[src/aidr_pkg.sv]
// Shared types and codes for the id allocator: request kinds, status codes,
// controller states and the command/status bundles between ctrl and datapath.
// No dependencies.
`default_nettype none

package aidr_pkg;

    // request kinds
    localparam logic [2:0] KIND_GEN     = 3'd0;
    localparam logic [2:0] KIND_QUERY   = 3'd1;
    localparam logic [2:0] KIND_CLAIM   = 3'd2;
    localparam logic [2:0] KIND_RECYCLE = 3'd3;
    localparam logic [2:0] KIND_CLEAR   = 3'd4;

    // result status codes
    localparam logic [1:0] STATUS_OK        = 2'd0;
    localparam logic [1:0] STATUS_FULL      = 2'd1;
    localparam logic [1:0] STATUS_EXHAUSTED = 2'd2;

    typedef enum logic [2:0] {
        ST_IDLE,
        ST_DISPATCH,
        ST_GEN_RD,
        ST_GEN_CAP,
        ST_SEARCH,
        ST_FILL,
        ST_SHIFT,
        ST_RESP
    } aidr_state_t;

    // controller -> datapath
    typedef struct packed {
        logic capture;      // latch request
        logic gen_first;    // first id since reset or clear: 0
        logic gen_inc;      // highest plus one
        logic gen_exhaust;  // id space used up
        logic mem_rd0;      // read list head
        logic gen_pop;      // take head data as new id
        logic assign_set;   // query answer 1
        logic scan_start;   // walk from entry 0
        logic walk;         // one step of the list walk
        logic shift_wr;     // write back one entry during removal
        logic shift_start;  // removal starts after matched entry
        logic shift_done;   // list shrinks by one
        logic claim_start;  // claim bookkeeping
        logic fill_push;    // push one skipped id
        logic set_full;     // flag dropped ids
        logic recycle;      // push request id
        logic clear_all;    // forget everything
        logic out_load;     // load result register
    } aidr_cmd_t;

    // datapath -> controller
    typedef struct packed {
        logic [2:0] kind;
        logic       count_zero;
        logic       full;
        logic       id_above;    // no id issued, or id above highest
        logic       none_issued; // no id issued since reset or clear
        logic       latest_hit;
        logic       exhausted;
        logic       scan_more;   // walk pointer below fill count
        logic       pend;        // read data in flight
        logic       match;
        logic       fill_more;
    } aidr_sts_t;

endpackage

`default_nettype wire

[src/id_allocator_with_recycle_list.sv]
// Top level of the id allocator with a FIFO recycle list.
// Depends on aidr_pkg, aidr_ctrl and aidr_dp.
`default_nettype none

//  channel   handshake              payload
//  request   in_valid / in_stall    kind[2:0], id[15:0]
//  result    out_valid / out_stall  new_id, is_assigned, latest_valid, latest_id,
//                                   highest_valid, highest_id, status
//
//  One request at a time; each request gives exactly one result.
//  Recycle, clear, unused kinds, generate with an empty list and direct query
//  answers pass through accept, dispatch and result load only; a list walk
//  (query, claim search, generate from the list, removal) adds a step per
//  list entry, and a claim past the highest id adds a step per skipped id,
//  up to FREE_DEPTH. These steps are paced by the single read port and
//  single write port of the free-list memory.
//  Reset is asynchronous; the list store itself is never cleared (the fill
//  count guards it), so requests are taken right after reset.
//  A stalled result sits in the output register while the next request is
//  taken and worked on; only its final load waits for the register.

module id_allocator_with_recycle_list
    import aidr_pkg::*;
#(
    parameter int ID_BITS    = 16,
    parameter int FREE_DEPTH = 64
)
(
    input  wire logic        clk,
    input  wire logic        rst_n,
    input  wire logic        in_valid,
    output logic             in_stall,
    input  wire logic [2:0]  kind,
    input  wire logic [15:0] id,
    output logic             out_valid,
    input  wire logic        out_stall,
    output logic [15:0]      new_id,
    output logic             is_assigned,
    output logic             latest_valid,
    output logic [15:0]      latest_id,
    output logic             highest_valid,
    output logic [15:0]      highest_id,
    output logic [1:0]       status
);

    aidr_cmd_t cmd;
    aidr_sts_t sts;

    // sequencing: decode, list walks, fill and result hand-off
    aidr_ctrl u_ctrl (
        .clk       (clk),
        .rst_n     (rst_n),
        .in_valid  (in_valid),
        .in_stall  (in_stall),
        .out_valid (out_valid),
        .out_stall (out_stall),
        .sts       (sts),
        .cmd       (cmd)
    );

    // id registers, free-list memory and result register
    aidr_dp #(
        .ID_BITS    (ID_BITS),
        .FREE_DEPTH (FREE_DEPTH)
    ) u_dp (
        .clk           (clk),
        .rst_n         (rst_n),
        .kind          (kind),
        .id            (id),
        .cmd           (cmd),
        .sts           (sts),
        .new_id        (new_id),
        .is_assigned   (is_assigned),
        .latest_valid  (latest_valid),
        .latest_id     (latest_id),
        .highest_valid (highest_valid),
        .highest_id    (highest_id),
        .status        (status)
    );

`ifndef SYNTHESIS
    // a taken request keeps the block busy on the next cycle
    a_busy_after_accept: assert property (@(posedge clk) disable iff (!rst_n)
        (in_valid && !in_stall) |=> in_stall)
        else $error("request taken while previous one in flight");

    // a result is never loaded over one that is still stalled
    a_no_overwrite: assert property (@(posedge clk) disable iff (!rst_n)
        cmd.out_load |-> !(out_valid && out_stall))
        else $error("result register overwritten");

    // a skipped id is only pushed while the list has room
    a_fill_room: assert property (@(posedge clk) disable iff (!rst_n)
        cmd.fill_push |-> !sts.full)
        else $error("push into full free list");

    // a new result appears only after a load
    a_valid_from_load: assert property (@(posedge clk) disable iff (!rst_n)
        $rose(out_valid) |-> $past(cmd.out_load))
        else $error("result valid without load");
`endif

endmodule

`default_nettype wire

[src/aidr_ctrl.sv]
// Controller state machine for the id allocator.
// Depends on aidr_pkg; drives aidr_dp through aidr_cmd_t.
`default_nettype none

module aidr_ctrl
    import aidr_pkg::*;
(
    input  wire logic      clk,
    input  wire logic      rst_n,
    input  wire logic      in_valid,
    output logic           in_stall,
    output logic           out_valid,
    input  wire logic      out_stall,
    input  wire aidr_sts_t sts,
    output aidr_cmd_t      cmd
);

    aidr_state_t state_reg, state_next;
    logic        out_valid_reg, out_valid_next;

    always_ff @(posedge clk or negedge rst_n)
    begin
        if (!rst_n)
        begin
            state_reg     <= ST_IDLE;
            out_valid_reg <= 1'b0;
        end
        else
        begin
            state_reg     <= state_next;
            out_valid_reg <= out_valid_next;
        end
    end

    always_comb
    begin
        state_next = state_reg;
        cmd        = '0;
        in_stall   = 1'b1;

        case (state_reg)
            ST_IDLE:
            begin
                in_stall = 1'b0;
                if (in_valid)
                begin
                    cmd.capture = 1'b1;
                    state_next  = ST_DISPATCH;
                end
            end

            ST_DISPATCH:
            begin
                state_next = ST_RESP;
                case (sts.kind)
                    KIND_GEN:
                    begin
                        // list head first; with an empty list: first id,
                        // next id or exhausted
                        if (!sts.count_zero)
                            state_next = ST_GEN_RD;
                        else if (sts.none_issued)
                            cmd.gen_first = 1'b1;
                        else if (sts.exhausted)
                            cmd.gen_exhaust = 1'b1;
                        else
                            cmd.gen_inc = 1'b1;
                    end
                    KIND_QUERY:
                    begin
                        if (sts.latest_hit)
                            cmd.assign_set = 1'b1;
                        else if (!sts.id_above)
                        begin
                            cmd.scan_start = 1'b1;
                            state_next     = ST_SEARCH;
                        end
                    end
                    KIND_CLAIM:
                    begin
                        cmd.claim_start = 1'b1;
                        if (sts.id_above)
                            state_next = ST_FILL;
                        else
                        begin
                            cmd.scan_start = 1'b1;
                            state_next     = ST_SEARCH;
                        end
                    end
                    KIND_RECYCLE: cmd.recycle   = 1'b1;
                    KIND_CLEAR:   cmd.clear_all = 1'b1;
                    default:      state_next    = ST_RESP;
                endcase
            end

            ST_GEN_RD:
            begin
                cmd.mem_rd0 = 1'b1;
                state_next  = ST_GEN_CAP;
            end

            ST_GEN_CAP:
            begin
                cmd.gen_pop = 1'b1;
                state_next  = ST_SHIFT;
            end

            ST_SEARCH:
            begin
                if (sts.match)
                begin
                    if (sts.kind == KIND_CLAIM)
                    begin
                        cmd.shift_start = 1'b1;
                        state_next      = ST_SHIFT;
                    end
                    else
                        state_next = ST_RESP;
                end
                else if (!sts.pend && !sts.scan_more)
                begin
                    // not on the list
                    if (sts.kind == KIND_QUERY)
                        cmd.assign_set = 1'b1;
                    state_next = ST_RESP;
                end
                else
                    cmd.walk = 1'b1;
            end

            ST_FILL:
            begin
                if (sts.fill_more && !sts.full)
                    cmd.fill_push = 1'b1;
                else
                begin
                    cmd.set_full = sts.fill_more;
                    state_next   = ST_RESP;
                end
            end

            ST_SHIFT:
            begin
                if (!sts.pend && !sts.scan_more)
                begin
                    cmd.shift_done = 1'b1;
                    state_next     = ST_RESP;
                end
                else
                begin
                    cmd.walk     = 1'b1;
                    cmd.shift_wr = 1'b1;
                end
            end

            ST_RESP:
            begin
                if (!out_valid_reg || !out_stall)
                begin
                    cmd.out_load = 1'b1;
                    state_next   = ST_IDLE;
                end
            end

            default: state_next = ST_IDLE;
        endcase

        out_valid_next = out_valid_reg;
        if (cmd.out_load)
            out_valid_next = 1'b1;
        else if (!out_stall)
            out_valid_next = 1'b0;
    end

    assign out_valid = out_valid_reg;

endmodule

`default_nettype wire

[src/aidr_dp.sv]
// Datapath for the id allocator: free-list memory, id registers, list walk
// and result register. Depends on aidr_pkg; driven by aidr_ctrl.
`default_nettype none

module aidr_dp
    import aidr_pkg::*;
#(
    parameter int ID_BITS    = 16,
    parameter int FREE_DEPTH = 64
)
(
    input  wire logic        clk,
    input  wire logic        rst_n,
    input  wire logic [2:0]  kind,
    input  wire logic [15:0] id,
    input  wire aidr_cmd_t   cmd,
    output aidr_sts_t        sts,
    output logic [15:0]      new_id,
    output logic             is_assigned,
    output logic             latest_valid,
    output logic [15:0]      latest_id,
    output logic             highest_valid,
    output logic [15:0]      highest_id,
    output logic [1:0]       status
);

    localparam int AW = $clog2(FREE_DEPTH);
    localparam int CW = $clog2(FREE_DEPTH + 1);
    localparam logic [CW-1:0] DEPTH_C = CW'(FREE_DEPTH);

    // free list store, entry 0 oldest
    logic [ID_BITS-1:0] free_ids_mem [FREE_DEPTH];
    logic [ID_BITS-1:0] rd_data_reg;
    logic               rd_en, wr_en;
    logic [AW-1:0]      rd_addr, wr_addr;
    logic [ID_BITS-1:0] wr_data;

    // control state
    logic [CW-1:0]      count_reg;
    logic [ID_BITS-1:0] latest_reg, highest_reg;
    logic               latest_known_reg, highest_known_reg;
    logic               pend_reg;

    // request and walk payload
    logic [2:0]         kind_reg;
    logic [ID_BITS-1:0] id_reg, w_reg, res_id_reg;
    logic [CW-1:0]      ptr_reg;
    logic [AW-1:0]      pend_addr_reg;
    logic               assigned_reg;
    logic [1:0]         status_reg;

    // result register
    logic [15:0]        out_new_id_reg, out_latest_id_reg, out_highest_id_reg;
    logic               out_assigned_reg, out_latest_valid_reg, out_highest_valid_reg;
    logic [1:0]         out_status_reg;

    always_comb
    begin
        sts.kind        = kind_reg;
        sts.count_zero  = (count_reg == '0);
        sts.full        = (count_reg == DEPTH_C);
        sts.id_above    = !highest_known_reg || (id_reg > highest_reg);
        sts.none_issued = !highest_known_reg;
        sts.latest_hit  = latest_known_reg && (id_reg == latest_reg);
        sts.exhausted   = &highest_reg;
        sts.scan_more   = (ptr_reg < count_reg);
        sts.pend        = pend_reg;
        sts.match       = pend_reg && (rd_data_reg == id_reg);
        sts.fill_more   = (w_reg < id_reg);
    end

    // memory port muxing
    always_comb
    begin
        rd_en   = cmd.mem_rd0 || (cmd.walk && sts.scan_more);
        rd_addr = cmd.mem_rd0 ? '0 : ptr_reg[AW-1:0];
        wr_en   = 1'b0;
        wr_addr = count_reg[AW-1:0];
        wr_data = w_reg;
        if (cmd.fill_push)
            wr_en = 1'b1;
        else if (cmd.recycle && !sts.full)
        begin
            wr_en   = 1'b1;
            wr_data = id_reg;
        end
        else if (cmd.shift_wr && pend_reg)
        begin
            wr_en   = 1'b1;
            wr_addr = pend_addr_reg - 1'b1;
            wr_data = rd_data_reg;
        end
    end

    always_ff @(posedge clk)
    begin
        if (wr_en)
            free_ids_mem[wr_addr] <= wr_data;
        if (rd_en)
            rd_data_reg <= free_ids_mem[rd_addr];
    end

    always_ff @(posedge clk or negedge rst_n)
    begin
        if (!rst_n)
        begin
            count_reg         <= '0;
            latest_reg        <= '0;
            latest_known_reg  <= 1'b0;
            highest_reg       <= '0;
            highest_known_reg <= 1'b0;
            pend_reg          <= 1'b0;
        end
        else
        begin
            if (cmd.gen_first)
            begin
                highest_reg       <= '0;
                highest_known_reg <= 1'b1;
                latest_reg        <= '0;
                latest_known_reg  <= 1'b1;
            end
            if (cmd.gen_inc)
            begin
                highest_reg      <= highest_reg + 1'b1;
                latest_reg       <= highest_reg + 1'b1;
                latest_known_reg <= 1'b1;
            end
            if (cmd.gen_pop)
            begin
                latest_reg       <= rd_data_reg;
                latest_known_reg <= 1'b1;
            end
            if (cmd.claim_start)
            begin
                latest_reg       <= id_reg;
                latest_known_reg <= 1'b1;
                if (sts.id_above)
                begin
                    highest_reg       <= id_reg;
                    highest_known_reg <= 1'b1;
                end
            end
            if (cmd.recycle)
            begin
                if (!sts.full)
                    count_reg <= count_reg + 1'b1;
                if (sts.latest_hit)
                begin
                    latest_reg       <= '0;
                    latest_known_reg <= 1'b0;
                end
            end
            if (cmd.fill_push)
                count_reg <= count_reg + 1'b1;
            if (cmd.shift_done)
                count_reg <= count_reg - 1'b1;
            if (cmd.clear_all)
            begin
                count_reg         <= '0;
                latest_reg        <= '0;
                latest_known_reg  <= 1'b0;
                highest_reg       <= '0;
                highest_known_reg <= 1'b0;
            end

            if (cmd.scan_start || cmd.gen_pop || cmd.shift_start)
                pend_reg <= 1'b0;
            else if (cmd.walk)
                pend_reg <= sts.scan_more;
        end
    end

    always_ff @(posedge clk)
    begin
        if (cmd.capture)
        begin
            kind_reg     <= kind;
            id_reg       <= ID_BITS'(id);
            res_id_reg   <= '0;
            assigned_reg <= 1'b0;
            status_reg   <= STATUS_OK;
        end
        if (cmd.gen_inc)
            res_id_reg <= highest_reg + 1'b1;
        if (cmd.gen_pop)
        begin
            res_id_reg <= rd_data_reg;
            ptr_reg    <= CW'(1);
        end
        if (cmd.gen_exhaust)
            status_reg <= STATUS_EXHAUSTED;
        if (cmd.set_full || (cmd.recycle && sts.full))
            status_reg <= STATUS_FULL;
        if (cmd.assign_set)
            assigned_reg <= 1'b1;
        if (cmd.claim_start && sts.id_above)
            w_reg <= highest_known_reg ? highest_reg + 1'b1 : '0;
        if (cmd.fill_push)
            w_reg <= w_reg + 1'b1;
        if (cmd.scan_start)
            ptr_reg <= '0;
        if (cmd.shift_start)
            ptr_reg <= CW'(pend_addr_reg) + 1'b1;
        if (cmd.walk && sts.scan_more)
        begin
            ptr_reg       <= ptr_reg + 1'b1;
            pend_addr_reg <= ptr_reg[AW-1:0];
        end
        if (cmd.out_load)
        begin
            out_new_id_reg        <= 16'(res_id_reg);
            out_assigned_reg      <= assigned_reg;
            out_latest_valid_reg  <= latest_known_reg;
            out_latest_id_reg     <= latest_known_reg ? 16'(latest_reg) : 16'd0;
            out_highest_valid_reg <= highest_known_reg;
            out_highest_id_reg    <= highest_known_reg ? 16'(highest_reg) : 16'd0;
            out_status_reg        <= status_reg;
        end
    end

    assign new_id        = out_new_id_reg;
    assign is_assigned   = out_assigned_reg;
    assign latest_valid  = out_latest_valid_reg;
    assign latest_id     = out_latest_id_reg;
    assign highest_valid = out_highest_valid_reg;
    assign highest_id    = out_highest_id_reg;
    assign status        = out_status_reg;

endmodule

`default_nettype wire
[config.mk]
export PLATFORM = sky130hd
export DESIGN_NAME = id_allocator_with_recycle_list
export DESIGN_NICKNAME = d
export VERILOG_FILES = /design/src/aidr_pkg.sv /design/src/id_allocator_with_recycle_list.sv /design/src/aidr_ctrl.sv /design/src/aidr_dp.sv
export SDC_FILE = /design/constraint.sdc
export NUM_CORES = 2
export LEC_CHECK = 0
export ABC_CLOCK_PERIOD_IN_PS = 4500
export BUFFER_PORTS_ARGS = -buffer_cell sky130_fd_sc_hd__buf_2
export CAP_MARGIN = 20
export CORE_UTILIZATION = 63
export CTS_BUF_LIST = sky130_fd_sc_hd__clkbuf_8 sky130_fd_sc_hd__clkbuf_16
export CTS_CLUSTER_SIZE = 16
export DETAILED_ROUTE_END_ITERATION = 16
export GPL_TIMING_DRIVEN = 0
export HOLD_SLACK_MARGIN = 0.02
export PLACE_DENSITY_LB_ADDON = 0.08
export SLEW_MARGIN = 20
export SYNTH_ARGS = -nofsm -noshare
export SYNTH_HDL_FRONTEND = slang
export SYNTH_SLANG_ARGS = --single-unit
export TNS_END_PERCENT = 100
[constraint.sdc]
create_clock -name clk -period 4.5 [get_ports clk]
set_input_delay 0.675 -clock clk [delete_from_list [all_inputs] [get_ports clk]]
set_output_delay 0.675 -clock clk [all_outputs]
set_load 0.02 [all_outputs]
## Yosys cells after proc, flatten, opt, wreduce, memory -nomap -nowiden

Memory sizes are Yosys's and may differ from the RTL's. A register that Yosys moved wholly into a read port is not among the register bits.
Index checks and enable logic that the tools add are counted.

| cells by class | value |
|---|---|
| shift operators | 0 |
| add/subtract/negate cells | 7 |
| div/mod/pow operators | 0 |
| multipliers | 0 |
| reduce and logical (&&, ||, !) cells | 33 |
| order comparisons | 3 |
| mux-type cells | 109 |
| bitwise gates (word level) | 0 |
| eq/ne operators | 19 |

Operators by type and width:

| cell | number |
|---|---|
| 16-bit two-way mux | 21 |
| 7-bit two-way mux | 9 |
| 1-bit two-way mux | 53 |
| 16-bit by 1-bit adder with 16-bit output, second input constant | 2 |
| 16-bit == test | 2 |
| 3-bit two-way mux | 10 |
| 6-bit two-way mux | 4 |
| 3-bit one-hot mux with 8 select lines | 1 |
| 16-bit greater-than comparator | 1 |
| 16-bit < comparator | 1 |
| 16-bit AND reduction | 1 |
| 3-bit == test, second input constant | 5 |
| 7-bit by 1-bit adder with 7-bit output, second input constant | 2 |
| 2-bit two-way mux | 7 |
| 3-bit by 2-bit == test with 1-bit output, second input constant | 4 |
| 1-bit logical AND | 9 |
| 3-bit one-hot mux with 3 select lines | 1 |
| 4-bit nonzero test | 2 |
| 6-bit by 1-bit adder with 7-bit output, second input constant | 1 |
| 7-bit == test, second input constant | 1 |
| 7-bit logical NOT | 1 |
| 7-bit < comparator | 1 |
| 7-bit by 1-bit subtractor with 7-bit output, second input constant | 1 |
| 3-bit by 1-bit == test with 1-bit output, second input constant | 2 |
| 12 further kinds | 29 |

| storage, ports and cells | value |
|---|---|
| bits in latches | 0 |
| bits in writable memories | 1,024 |
| register bits after elaboration | 166 |
| memories | 1 |
| bits in read-only memories | 0 |

Memory list:

| memory | depth | bits a word | read ports | clocked after memory_dff | wr ports | RTL line | RTL |
|---|---|---|---|---|---|---|---|
| u_dp.free_ids_mem | 64 | 16 | 1 | 1 | 1 | aidr_dp.sv:32 | `logic [ID_BITS-1:0] free_ids_mem [FREE_DEPTH];` |

## Longest topological paths before layout

| logic depth | value |
|---|---|
| word-level depth | 13 |
| depth in mapped cells | 13 |
| gate-level depth less buffers | 13 |

## Modules after synthesis

Synthesis repeated with hierarchy kept, for this count alone.

| unflattened totals | value |
|---|---|
| cells, all modules | 3,387 |
| area total of the unflattened synthesis | 50,629.8 µm² |

Modules (own cells, without submodules):

| module | times used | area each (µm²) | cells an instance |
|---|---|---|---|
| aidr_dp | 1 | 50,129.3 | 3,308 |
| aidr_ctrl | 1 | 500.5 | 79 |

## Worst setup path before layout

OpenSTA, ideal clock, no wires.

| path | value |
|---|---|
| kind | register -> register |
| start | register u_ctrl.state_reg[1] |
| end | register u_dp.out_highest_id_reg[0], in the netlist u_dp.highest_id[0], enable pin |
| arrival | 3,471 ps |
| required time | 4,015 ps |
| setup time | 485 ps |
| stages on the path, launching flop included | 4 |
| setup slack | 545 ps |
| cells stage by stage | dfrtp_1 clkbuf_1 nand3_1 a21oi_1 |

RTL lines:

| item | RTL line | RTL |
|---|---|---|
| from (decl) | aidr_ctrl.sv:18 | `aidr_state_t state_reg, state_next;` |
| from (signal assigned) | aidr_ctrl.sv:30 | `state_reg <= state_next;` |
| to (signal assigned) | aidr_dp.sv:217 | `out_highest_id_reg <= highest_known_reg ? 16'(highest_reg) : 16'd0;` |
| to (decl) | aidr_dp.sv:53 | `logic [15:0] out_new_id_reg, out_latest_id_reg, out_highest_id_reg;` |

## Final worst setup path

| path | value |
|---|---|
| start | register u_ctrl.state_reg[1] |
| end | register u_dp.rd_data_reg[11] (read register of u_dp.free_ids_mem), data pin |

| on the way | value |
|---|---|
| longest elaborated chain between the ends | 4 |

Ends and longest elaborated chain:

| item | RTL line | RTL |
|---|---|---|
| 3-bit == test | aidr_ctrl.sv:41 | `case (state_reg)` |
| 1-bit one-hot mux with 2 select lines | aidr_ctrl.sv:41 |  |
| 1-bit logical AND | aidr_dp.sv:75 | `rd_en = cmd.mem_rd0 \|\| (cmd.walk && sts.scan_more);` |
| 1-bit logical OR | aidr_dp.sv:75 |  |
| to (decl) | aidr_dp.sv:33 | `logic [ID_BITS-1:0] rd_data_reg;` |

Parallel ways exist; a longest one is shown, timed or not.
A chain may end at the register's enable or synchronous reset.

==> impl_metrics.xml <==
<?xml version="1.0" encoding="UTF-8"?>
<metrics>
  <group name="status">
    <metric name="outcome" unit="">finished with violations</metric>
    <metric name="violations" unit="">negative setup slack</metric>
  </group>
  <group name="critical_path">
    <metric name="crit_path_max_fanout" unit="">10</metric>
    <metric name="worstPathArrival" unit="ps">5090</metric>
    <metric name="critical_path_stages" unit="">8</metric>
    <metric name="crit_start" unit="">u_ctrl.state_reg[1]</metric>
    <metric name="critical_path.reg2reg.endpoint" unit="">u_dp.rd_data_reg[11]</metric>
    <metric name="cp_required" unit="ps">5040</metric>
    <metric name="cp-end-kind" unit="">flop</metric>
    <metric name="critical_path.endpoint" unit="">u_dp.rd_data_reg[11]</metric>
    <metric name="critical_path.max_stage_delay" unit="ps">960</metric>
    <metric name="critical_path.cell_chain" unit="">or3b_1 &gt; buf_2 &gt; buf_2 &gt; clkbuf_1 &gt; nand2_1 &gt; clkbuf_1 &gt; a221oi_1 &gt; a211o_1</metric>
    <metric name="worst-r2r-setup-slack" unit="ps">-50</metric>
    <metric name="critical_path.startpoint_type" unit="">flop</metric>
    <metric name="cp.buffers_inverters" unit="">4</metric>
    <metric name="timing.critical_path.max_delay_family" unit="">buffers and inverters</metric>
    <metric name="worstSetupPathType" unit="">reg -&gt; reg</metric>
    <metric name="critPathSlowestCell" unit="">sky130_fd_sc_hd__a221oi_1</metric>
    <metric name="ff2ff_path_depth" unit="">8</metric>
    <metric name="worstReg2RegStart" unit="">u_ctrl.state_reg[1]</metric>
  </group>
  <group name="die">
    <metric name="fp-row-count" unit="">102</metric>
    <metric name="io_pins" unit="">78</metric>
    <metric name="die_span_x" unit="um">283.5</metric>
    <metric name="start_util" unit="%">64.04</metric>
    <metric name="die_height" unit="um">283.5</metric>
    <metric name="core-area" unit="um^2">77980</metric>
    <metric name="design.die.area" unit="um^2">80390</metric>
  </group>
  <group name="sta">
    <metric name="slew_hr" unit="%">20.10</metric>
    <metric name="period_minus_slack" unit="ps">4550</metric>
    <metric name="final_min_period_over_clock_period" unit="%">101.1</metric>
    <metric name="report.final.hold_viol_count" unit="">0</metric>
    <metric name="max_freq" unit="MHz">219.8</metric>
    <metric name="grt_setup_unrepaired" unit="">false</metric>
    <metric name="postLayoutSetupSlackWorst" unit="ps">-50.35</metric>
    <metric name="count_of_final_max_slew_check_failures" unit="">0</metric>
    <metric name="worst_slew_pin_slew" unit="ps">1199</metric>
    <metric name="finalClockSkew" unit="ps">33.04</metric>
    <metric name="report.final.setup_viol" unit="">1</metric>
  </group>
  <group name="drt">
    <metric name="postRouteWirelength" unit="mm">147.4</metric>
    <metric name="routed_wire_length_per_instance" unit="um">30.67</metric>
    <metric name="detailroute.wirelength.met3" unit="mm">17.91</metric>
    <metric name="drt.antenna.violating_nets" unit="">0</metric>
    <metric name="drt_pre_antenna_iters" unit="">5</metric>
    <metric name="drt-vias-per-instance" unit="">6.834</metric>
    <metric name="drc_errors" unit="">0</metric>
    <metric name="topmost_layer_with_routed_signal_wires" unit="">met5</metric>
    <metric name="met1_length" unit="mm">55.54</metric>
    <metric name="via_count" unit="">32840</metric>
    <metric name="drt_iter0_markers" unit="">4459</metric>
    <metric name="met2WireLength" unit="mm">67.33</metric>
  </group>
  <group name="power">
    <metric name="post-layout-total-power" unit="mW">39.71</metric>
    <metric name="power.density_cell_area" unit="nW/um^2">702.5</metric>
    <metric name="seq_power_share" unit="%">38.4</metric>
    <metric name="netSwitchingPower" unit="mW">15.64</metric>
    <metric name="comb_power_share" unit="%">37.7</metric>
    <metric name="switching_share" unit="%">39.38</metric>
    <metric name="power_report.internal_total" unit="mW">24.07</metric>
    <metric name="ir_worst_vdd" unit="uV">431.1</metric>
    <metric name="cellLeakagePower" unit="nW">19.21</metric>
    <metric name="clkPwrFrac" unit="%">24.0</metric>
  </group>
  <group name="clocking">
    <metric name="tritoncts" unit="">built</metric>
    <metric name="ctsRootBufferMaster" unit="">sky130_fd_sc_hd__clkbuf_16</metric>
    <metric name="numCtsBuffers" unit="">118</metric>
    <metric name="cts.path.max_buffers" unit="">3</metric>
    <metric name="clk_pin_slew_worst_paths" unit="ps">60</metric>
    <metric name="cts.sinks" unit="">1206</metric>
    <metric name="cts.htree.levels" unit="">3</metric>
    <metric name="worstSkewPairLatency" unit="ps">700</metric>
    <metric name="cts.hold.buffers_added" unit="">0</metric>
  </group>
  <group name="logic_synthesis">
    <metric name="yosys.area_share.adder" unit="%">1.218</metric>
    <metric name="syn-instance-count" unit="">3420</metric>
    <metric name="async_flop_share" unit="%">3.814</metric>
    <metric name="synth-edff-count" unit="">1157</metric>
    <metric name="ys.warnings.count" unit="">0</metric>
    <metric name="post_synth.cell_area_avg" unit="um^2">14.60</metric>
    <metric name="unique_masters_post_synth" unit="">77</metric>
    <metric name="synth_xor_area_share" unit="%">1.351</metric>
    <metric name="synthesis.area" unit="um^2">49930</metric>
    <metric name="synth_mux_area_share" unit="%">4.265</metric>
    <metric name="synth.net_count" unit="">3491</metric>
    <metric name="synth-seq-area-share" unit="%">72.00</metric>
    <metric name="count_of_state_elements_after_synthesis" unit="">1206</metric>
    <metric name="dominant_combinational_cell_family_by_area_after_synthesis" unit="">compound AO/OA/AOI/OAI gates</metric>
    <metric name="synth_compound_gate_area_share" unit="%">10.97</metric>
    <metric name="postSynth.topFlopCell" unit="">sky130_fd_sc_hd__edfxtp_1</metric>
    <metric name="synth_simple_gate_area_share" unit="%">7.858</metric>
  </group>
  <group name="place">
    <metric name="detailed_place_hpwl" unit="mm">102.2</metric>
    <metric name="port_buffer_count" unit="">77</metric>
    <metric name="place_inst" unit="">4589</metric>
    <metric name="dpl-instance-area" unit="um^2">52770</metric>
    <metric name="finalWeightedCongestion" unit="">1.024</metric>
  </group>
  <group name="flow_run">
    <metric name="drv_cap" unit="">0</metric>
  </group>
  <group name="cells_and_area">
    <metric name="post_route_cells_drive_above_1_share" unit="%">12.81</metric>
    <metric name="largest_register_ffs" unit="">1024</metric>
    <metric name="max_flop_register" unit="">u_dp.free_ids_mem</metric>
    <metric name="final_net_count" unit="">3741</metric>
    <metric name="area.growth.synth_to_final" unit="%">13.20</metric>
    <metric name="finish.instance_area" unit="um^2">56520</metric>
    <metric name="final_cell_count_no_fill" unit="">4805</metric>
  </group>
  <group name="global_route">
    <metric name="grt_use_total" unit="%">36.49</metric>
    <metric name="grt_pass1_wl" unit="mm">212.5</metric>
    <metric name="grt_start_max_net_pins" unit="">65</metric>
    <metric name="first_global_vias" unit="">31930</metric>
    <metric name="grt_overflow_total" unit="">0</metric>
    <metric name="grt_antenna_before_repair" unit="">2</metric>
  </group>
  <group name="min_path">
    <metric name="hold_path_class" unit="">in -&gt; async</metric>
  </group>
</metrics>
## cells in the mapped netlist, types with 23 or more instances
master	number	area share, %
sky130_fd_sc_hd__edfxtp_1	1157	70
sky130_fd_sc_hd__nand2_1	307	2.3
sky130_fd_sc_hd__a211oi_1	208	3.1
sky130_fd_sc_hd__a21oi_1	193	1.9
sky130_fd_sc_hd__nor2_1	182	1.4
sky130_fd_sc_hd__mux2i_1	161	3.2
sky130_fd_sc_hd__clkbuf_1	149	1.1
sky130_fd_sc_hd__and3_1	76	0.95
sky130_fd_sc_hd__o21ai_0	69	0.69
sky130_fd_sc_hd__nand3_1	61	0.61
sky130_fd_sc_hd__xnor2_1	58	1.0
sky130_fd_sc_hd__a31oi_1	51	0.64
sky130_fd_sc_hd__buf_2	50	0.50
sky130_fd_sc_hd__a22oi_1	48	0.72
sky130_fd_sc_hd__ha_1	47	1.2
sky130_fd_sc_hd__inv_1	47	0.35
sky130_fd_sc_hd__dfrtp_1	46	2.3
sky130_fd_sc_hd__and2_1	41	0.51
sky130_fd_sc_hd__o22ai_1	38	0.48
sky130_fd_sc_hd__nor3_1	37	0.37
sky130_fd_sc_hd__a221oi_1	36	0.63
sky130_fd_sc_hd__nor2b_1	32	0.40
sky130_fd_sc_hd__o32a_1	28	0.56
sky130_fd_sc_hd__mux4_2	23	1.0
## stage by stage
stage                     hold WS (ps)  worst slack [ps]  setup TNS (ps)  utilization (%)
final                           0.1444            -50.35          -50.35            72.49
after global routing             31.12             51.33               0            72.48
after CTS                        136.6             20.03               0            72.45
after detailed placement         408.1             65.72               0            67.68
after global placement           401.3             -1104        -1031270            66.20
after floorplan                  379.4             544.6               0                -
## power by group through the flow
stage / Clock, mW / Combinational [mW] / Sequential, mW
detailed placement: 0 / 14.3 / 15.4
finish: 9.51 / 15.0 / 15.2
global placement: 0 / 13.5 / 15.7
global route: 9.93 / 15.5 / 15.3
CTS: 9.52 / 14.5 / 15.2
floorplan: 0 / 8.02 / 15.5
## layout by cell type, fill, tap and decap left out, types with 13 or more instances in the layout
cell type	synthesis	routed
sky130_fd_sc_hd__inv_1	47	66
sky130_fd_sc_hd__a21oi_1	193	192
sky130_fd_sc_hd__a221o_1	15	15
sky130_fd_sc_hd__nor4_1	20	20
sky130_fd_sc_hd__xor2_1	19	19
sky130_fd_sc_hd__clkbuf_16	0	119
sky130_fd_sc_hd__edfxtp_1	1157	1157
sky130_fd_sc_hd__nand3_1	61	61
sky130_fd_sc_hd__o22ai_1	38	38
sky130_fd_sc_hd__xnor2_1	58	58
sky130_fd_sc_hd__clkbuf_1	149	146
sky130_fd_sc_hd__nor3_1	37	37
sky130_fd_sc_hd__dfrtp_1	46	46
sky130_fd_sc_hd__o31ai_1	18	18
sky130_fd_sc_hd__mux2i_1	161	161
sky130_fd_sc_hd__o32a_1	28	28
sky130_fd_sc_hd__nand4_1	16	16
sky130_fd_sc_hd__buf_2	50	126
sky130_fd_sc_hd__nand2_4	1	15
sky130_fd_sc_hd__buf_6	10	34
sky130_fd_sc_hd__nand2_1	307	291
sky130_fd_sc_hd__a22oi_1	48	48
sky130_fd_sc_hd__ha_1	47	47
sky130_fd_sc_hd__a31oi_1	51	51
sky130_fd_sc_hd__a211oi_1	208	208
sky130_fd_sc_hd__nor2_1	182	118
sky130_fd_sc_hd__nor2_2	1	65
sky130_fd_sc_hd__a211o_1	17	17
sky130_fd_sc_hd__clkinv_2	0	23
sky130_fd_sc_hd__nor2b_1	32	32
sky130_fd_sc_hd__and2_1	41	41
sky130_fd_sc_hd__nand3b_1	18	18
sky130_fd_sc_hd__o21ai_0	69	69
sky130_fd_sc_hd__mux4_2	23	23
sky130_fd_sc_hd__buf_8	0	13
sky130_fd_sc_hd__and3_1	76	76
sky130_fd_sc_hd__a221oi_1	36	35
sky130_fd_sc_hd__o221ai_1	17	17
sky130_fd_sc_hd__clkinv_1	1	36
## per-layer routing
| layer | vias to the layer above | GRT usage [%] |
|---|---|---|
| met5 | - | 0 |
| met4 | 4 | 14.41 |
| met3 | 405 | 8.633 |
| met2 | 2193 | 56.34 |
| met1 | 16370 | 50.68 |
| li1 | 13870 | - |
## timing repair
item	in CTS	in global routing
buffers inserted	0	0
resized for setup	0	9
setup endpoints to repair	0	8
## area by class of cell
type | instances | area (um^2)
Clock inverter | 95 | 745.7
Antenna cell | 1 | 2.502
Inverter | 48 | 180.2
Multi-Input combinational cell | 1943 | 13130
Timing Repair Buffer | 130 | 1241
Clock buffer | 119 | 2978
Tap cell | 1040 | 1301
Buffer | 223 | 989.7
Sequential cell | 1206 | 35950
Fill cell | 5011 | 21450
## cells by family (layout without fill, tap and decap cells)
family / Yosys count / after routing
DFF: 1206 / 1206
and+or+nand+nor: 829 / 829
AOI/OAI and AO/OA: 805 / 805
buffers and inverters: 271 / 615
muxes: 184 / 184
xor gates and xnor gates: 77 / 77
adders and majority gates: 48 / 48
other: 0 / 1
## how the worst min path moves through the flow
stage          cells past startpoint              endpoint  slack [ps]           startpoint
3_3_place_gp                       0       u_dp.new_id[11]         400  u_dp.res_id_reg[11]
6_report                           1  u_dp.highest_reg[13]         0.1                rst_n
3_5_place_dp                       0       u_dp.new_id[12]         410  u_dp.res_id_reg[12]
5_1_grt                            1   u_dp.highest_reg[7]          30                rst_n
4_1_cts                            1        u_dp.id_reg[5]         140                id[5]
2_1_floorplan                      0      u_ctrl.out_valid         380                rst_n
Power figures use the tool's default switching activity.
